File: src/rtl/pjec_pkg.sv
// Package for the joint effort PID controller.
// Holds widths, register indexes, sequencer codes and the joint state record.
// No dependencies.
package pjec_pkg;

	localparam int NumJoints  = 32;
	localparam int JointW     = 5;
	localparam int AddrW      = $clog2(NumJoints);
	localparam int DataW      = 32;
	localparam int DtW        = 24;

	localparam logic [2:0] RegGainPosP = 3'd0;
	localparam logic [2:0] RegGainPosI = 3'd1;
	localparam logic [2:0] RegGainPosD = 3'd2;
	localparam logic [2:0] RegGainVelP = 3'd3;
	localparam logic [2:0] RegIntegMin = 3'd4;
	localparam logic [2:0] RegIntegMax = 3'd5;

	localparam logic FuncStep  = 1'b0;
	localparam logic FuncClear = 1'b1;

	typedef struct packed {
		logic signed [DataW-1:0] prev_err;
		logic signed [DataW-1:0] deriv;
		logic signed [DataW-1:0] integ;
	} joint_state_t;

	typedef struct packed {
		logic signed [DataW-1:0] gain_p;
		logic signed [DataW-1:0] gain_i;
		logic signed [DataW-1:0] gain_d;
		logic signed [DataW-1:0] gain_v;
		logic signed [DataW-1:0] integ_min;
		logic signed [DataW-1:0] integ_max;
	} cfg_t;

	function automatic logic signed [DataW-1:0] sat32(input logic signed [65:0] v);
		if (v > 66'sd2147483647) return 32'sh7fffffff;
		if (v < -66'sd2147483648) return 32'sh80000000;
		return v[DataW-1:0];
	endfunction

endpackage

File: src/rtl/pjec_state_ram.sv
// Per-joint state memory, one write and one registered read port.
// Uses pjec_pkg for the state record.
module pjec_state_ram (
	input  logic                         clk,
	input  logic [pjec_pkg::AddrW-1:0]   raddr,
	output pjec_pkg::joint_state_t       rdata,
	input  logic                         we,
	input  logic [pjec_pkg::AddrW-1:0]   waddr,
	input  pjec_pkg::joint_state_t       wdata
);
	import pjec_pkg::*;

	joint_state_t mem [NumJoints];

	always_ff @(posedge clk) begin
		if (we) begin
			mem[waddr] <= wdata;
		end
		rdata <= mem[raddr];
	end
endmodule

File: config.mk
export PLATFORM = sky130hd
export DESIGN_NAME = pjec_state_ram
export DESIGN_NICKNAME = d
export VERILOG_FILES = /design/src/rtl/pjec_pkg.sv /design/src/rtl/pjec_state_ram.sv
export SDC_FILE = /design/constraint.sdc
export NUM_CORES = 2
export LEC_CHECK = 0
export BUFFER_PORTS_ARGS = -buffer_cell sky130_fd_sc_hd__buf_4
export CORE_MARGIN = 8
export CORE_UTILIZATION = 53
export DETAILED_ROUTE_END_ITERATION = 10
export PLACE_DENSITY_LB_ADDON = 0.15
export SETUP_SLACK_MARGIN = 0.3
export SLEW_MARGIN = 10
export SYNTH_ARGS = -nofsm -noshare
export SYNTH_HDL_FRONTEND = slang
export SYNTH_SLANG_ARGS = --single-unit
File: constraint.sdc
create_clock -name clk -period 6.45 [get_ports clk]
set_clock_uncertainty 0.2 [all_clocks]
set_input_delay 0.645 -clock clk [delete_from_list [all_inputs] [get_ports clk]]
set_output_delay 0.645 -clock clk [all_outputs]
set_load 0.02 [all_outputs]
# == Word level (Yosys, flattened, before mapping) ==
# Memories as Yosys holds them, arrays and structs flattened. A register that Yosys moved wholly into a read port is not among the register bits.
# Index checks and enable logic that the tools add are counted.
# op_classes
muxes,2
# op_table
operator,n
$mux W1,2
# totals
word_cells,3
ff_bits,0
input_bits,108
out_inout_bits,96
mem_count,1
mem_bits_rw,3072
# memory_table
memory,words,width,read_ports,rd_ports_with_merged_regs,wr,line_no,source
mem,32,96,1,1,1,pjec_state_ram.sv:13,joint_state_t mem [NumJoints];

# == Longest topological paths before layout ==
# logic_depth
word_depth,2
ltp_mapped,9

# == Worst setup path before layout ==
# OpenSTA, ideal clock, no wires.
# synth_timing
path_type,input to register
from,input port waddr[1] (netlist name)
to,memory mem[12][0] (netlist name) (enable)
path_slack_ps,395
arrival_time_ps,5304
stages,3
path_cell_list,or3b_2 -> clkbuf_1 -> nor2_1
# synth_rtl
item,line_no,source
"start, declared",pjec_state_ram.sv:8,"input logic [pjec_pkg::AddrW-1:0] waddr,"
"end, declared",pjec_state_ram.sv:13,
# No word-level cell before the write port.

==> metrics.log <==
[metrics] status: finished, final reports clean
[metrics] relative contribution of the clock network to total power: between 40 and 50%
[metrics] worst rel slew slack: a little over an eighth
[metrics] global route total overflow: 0
[metrics] source of the worst hold timing path: raddr[2]
[metrics] startpoint of the worst-slack reg-to-reg timing path: mem[10][34]
[metrics] ratio of cells with drive above 1 in the final layout: slightly below 20%
[metrics] fraction of registers with async set/reset: 0%
[metrics] die boundary width: 489.0 µm
[metrics] Starting DRT DRC Count: 7163
[metrics] switching part of the total: between 20% and 30%
[metrics] DR vias: 59196
[metrics] number of unique standard cell types used by synthesis: 30
[metrics] internal cell power: 34.68 mW
[metrics] sum of negative setup slack: 0 ps
[metrics] final routed DRC violation total: 0
[metrics] final number of setup-violating endpoints: 0
[metrics] Setup Buffers After CTS: 0
[metrics] Total Routing Usage GR: 25.25%
[metrics] number of buffers created by CTS: 330
[metrics] dominant cell by count in the synthesized netlist: sky130_fd_sc_hd__edfxtp_1
[metrics] most instantiated cells after synthesis: sky130_fd_sc_hd__edfxtp_1, sky130_fd_sc_hd__mux2i_1, sky130_fd_sc_hd__a22oi_1
[metrics] Core Box Area: 0.2223 mm²
[metrics] nets@finish: a little over 6000
[metrics] share of synthesized area occupied by flip-flops and latches: approximately four fifths
[metrics] VDD IR max: slightly below 0.3 mV
[metrics] FF-to-FF End: rdata[34]
[metrics] GPL Wtd Cong: 0.7541
[metrics] most common cell type on the critical path: sky130_fd_sc_hd__buf_4
[metrics] final cycle utilization of the critical path: a little under half
[metrics] latest clock arrival within the worst-skew pair: around 940 ps
[metrics] setup repair after global routing missed its margin: false
[metrics] largest net degree at the start of global routing: 123
[metrics] worst-margin pin slew: 1296 ps
[metrics] Sequential cell area: approximately 0.094 mm²
[metrics] sequential group share of total power: around 53%
[metrics] area of the die: ~0.24 mm²
[metrics] synth warn: 0
[metrics] Max stage delay on crit path: between 600 and 700 ps
[metrics] fill cell count: ~16000
[metrics] top achievable clock speed: around 330 MHz
[metrics] Top delay family on crit path: buffers and inverters
[metrics] proportion of power drawn by combinational gates: under 10%
[metrics] TritonCTS clock tree: done
[metrics] combined area of the multi-input logic cells: around 0.023 mm²
[metrics] hold worst-path end: rdata[52]
[metrics] maximum fanout along the worst path: 50
[metrics] EDFF count, synth: between 3000 and 4000
[metrics] core utilization of the finished layout: 61.00%
[metrics] number of routed nets with antenna violations: 0
[metrics] crit path capture type: register
[metrics] via count of the first global-routing pass: between 50000 and 60000
[metrics] count of state elements after synthesis: between 3000 and 4000
[metrics] wire length of the first global-routing pass: between 400 and 500 mm
[metrics] mean number of vias per cell: roughly 6.4
[metrics] worst reg2reg setup slack: 4580 ps
[metrics] worst hold path stage count: 4
[metrics] buffer levels on the longest clock path: 4
[metrics] area of placed instances: roughly 0.12 mm²
[metrics] number of failing hold endpoints at the final stage: 0
[metrics] max-slew violation total from the final report: 0
[metrics] max-cap violation count: 0
[metrics] critical-path cell list: buf_8 > buf_4 > buf_4 > mux4_2 > a22o_1 > a31oi_1 > nand3_1
[metrics] vertical die dimension: 489.0 µm
[metrics] clock input transition at the sequential cells of the worst setup and hold paths: roughly 60 ps
[metrics] number of antenna violations at the first check in global routing: 18
[metrics] Routed WL: about 310 mm
[metrics] floorplan row count: 173
[metrics] Buffers & Inverters on Critical Path: 3
[metrics] type of origin of the critical path: input port
[metrics] leakage component of the power: approximately 45 nW
[metrics] synthesized area per cell: roughly 21 µm²
[metrics] post-synthesis cell type with the largest combined area: sky130_fd_sc_hd__edfxtp_1
[metrics] top cells by area in the synthesized netlist: sky130_fd_sc_hd__edfxtp_1, sky130_fd_sc_hd__mux4_2, sky130_fd_sc_hd__mux2i_1
[metrics] net count after synthesis: about 5700
[metrics] Area Growth Syn to Fin: 14.38%
[metrics] CTS sink count: roughly 3200
[metrics] Critical-path top delay cell: sky130_fd_sc_hd__buf_4
[metrics] Tightest Hold Check Type: input port to register
[metrics] root cell of the clock tree: sky130_fd_sc_hd__clkbuf_16
[metrics] R2R cell count: 4
[metrics] type of the setup path with the least slack: input port to register
[metrics] number of primary I/O pins: between 200 and 250
[metrics] top-area cell type share of the netlist area: between 70 and 80%
[metrics] Max H-tree Level: 5
[metrics] effective utilization at floorplan: 53.33%
[metrics] endpoint arrival time on the critical path: 3590 ps
[metrics] post-route cell area: around 0.14 mm²
[metrics] post-route minimum period: 2993 ps
[metrics] number of placed instances, taps included: 8593
[metrics] Post-synth top flop: sky130_fd_sc_hd__edfxtp_1
[metrics] half-perimeter wire length of the detailed placement result: 152.8 mm
[metrics] cells after synthesis: 5604
[metrics] power density over cell area: 322.4 mW/mm²
[metrics] routed wire length per instance: ~33 µm
[metrics] count of input and output buffers: between 200 and 250
[metrics] Netlist Area Pre-Place: roughly 0.12 mm²
[metrics] first-pass iteration count of the detailed router: 5
[metrics] Net Switching: 9.039 mW
[metrics] count of placed standard cells in the final layout, fillers left out: between 9000 and 10000
[metrics] required time of the critical path: 7040 ps
==> cells in the final DEF, fill, tap and decap left out, types with 7 or more instances in the layout <==
cell,netlist,layout
sky130_fd_sc_hd__nand3_1,194,194
sky130_fd_sc_hd__clkbuf_1,139,93
sky130_fd_sc_hd__a31oi_1,51,51
sky130_fd_sc_hd__dfxtp_1,96,96
sky130_fd_sc_hd__clkinv_2,0,46
sky130_fd_sc_hd__mux2i_1,768,768
sky130_fd_sc_hd__nand2_1,12,12
sky130_fd_sc_hd__nor2b_1,15,7
sky130_fd_sc_hd__a22oi_1,511,511
sky130_fd_sc_hd__bufinv_16,0,24
sky130_fd_sc_hd__buf_12,0,44
sky130_fd_sc_hd__clkbuf_8,0,42
sky130_fd_sc_hd__a22o_1,51,51
sky130_fd_sc_hd__diode_2,0,10
sky130_fd_sc_hd__edfxtp_1,3072,3072
sky130_fd_sc_hd__mux4_2,384,384
sky130_fd_sc_hd__buf_4,33,286
sky130_fd_sc_hd__nor2_4,0,37
sky130_fd_sc_hd__nor2b_4,0,7
sky130_fd_sc_hd__and2_1,10,7
sky130_fd_sc_hd__clkbuf_16,0,337
sky130_fd_sc_hd__nand4_1,45,45
sky130_fd_sc_hd__dlygate4sd3_1,0,96
sky130_fd_sc_hd__a21oi_1,9,9
sky130_fd_sc_hd__clkinv_1,0,29
==> through the flow <==
step,total power [mW],setup slack (ps),hold slack (ps)
floorplan,24.57,394.7,349.4
global placement,25.55,2455,470.4
detailed placement,25.59,2468,479.7
CTS,44.01,3458,53.55
global route,44.89,3281,112.2
finish,43.72,3457,113.8
==> flip-flops by register name, summed over array words and instances (netlist names) <==
name / flops
rdata: 96
mem: 3072
==> cell type report <==
cell class              count  share of cell area [%]
repair buffers            429                   2.972
clock buffers             472                   6.903
clock inverters           108                  0.8489
inverters                   1                0.002768
well taps                2975                   2.745
multi-input cells        2117                   17.06
diodes                     10                 0.01845
flip-flops and latches   3168                   69.45
==> worst min-delay path: stages <==
cell and delay, ps:
sky130_fd_sc_hd__buf_8 190, sky130_fd_sc_hd__mux4_2 260, sky130_fd_sc_hd__a22oi_1 60, sky130_fd_sc_hd__nand3_1 70
==> cell families after synthesis <==
group           Yosys count  share of synthesized area (%)
simple gates            338                          1.473
mux                    1152                          13.78
buf+inv                 319                          1.358
flops                  3168                          79.43
compound gates          627                          3.957
==> how the worst max path moves through the flow <==
stage	start	endpoint	slack, ps	cells past startpoint
2_1_floorplan	waddr[1]	mem[12][0]	390	3
3_3_place_gp	raddr[0]	rdata[25]	2460	7
3_5_place_dp	raddr[0]	rdata[25]	2470	7
4_1_cts	raddr[0]	rdata[25]	3460	7
5_1_grt	raddr[0]	rdata[24]	3280	7
6_report	raddr[0]	rdata[25]	3460	7
==> layer usage <==
| metal | vias up | track usage, % | wire, µm |
|---|---|---|---|
| met5 | - | 0 | 33 |
| met4 | 6 | 5.946 | 6854 |
| met3 | 442 | 3.950 | 22090 |
| met2 | 2488 | 40.93 | 148200 |
| met1 | 31869 | 36.68 | 128700 |
| li1 | 24391 | - | - |
==> timing repair <==
| action | in CTS | in global routing |
|---|---|---|
| resized for setup | 0 | 0 |
| endpoints found under the hold margin | 3072 | 0 |
| hold buffers | 96 | 0 |
==> power groups by stage <==
| stage | Clock, mW | Combinational, mW | Sequential (mW) |
|---|---|---|---|
| 6_report | 18.5 | 2.15 | 23.0 |
| 5_1_grt | 19.6 | 2.28 | 23.1 |
| 4_1_cts | 18.8 | 2.16 | 23.1 |
| 3_5_place_dp | 0 | 2.10 | 23.5 |
| 3_3_place_gp | 0 | 2.07 | 23.5 |
| 2_1_floorplan | 0 | 1.06 | 23.5 |
(Power assumes the default switching activity.)
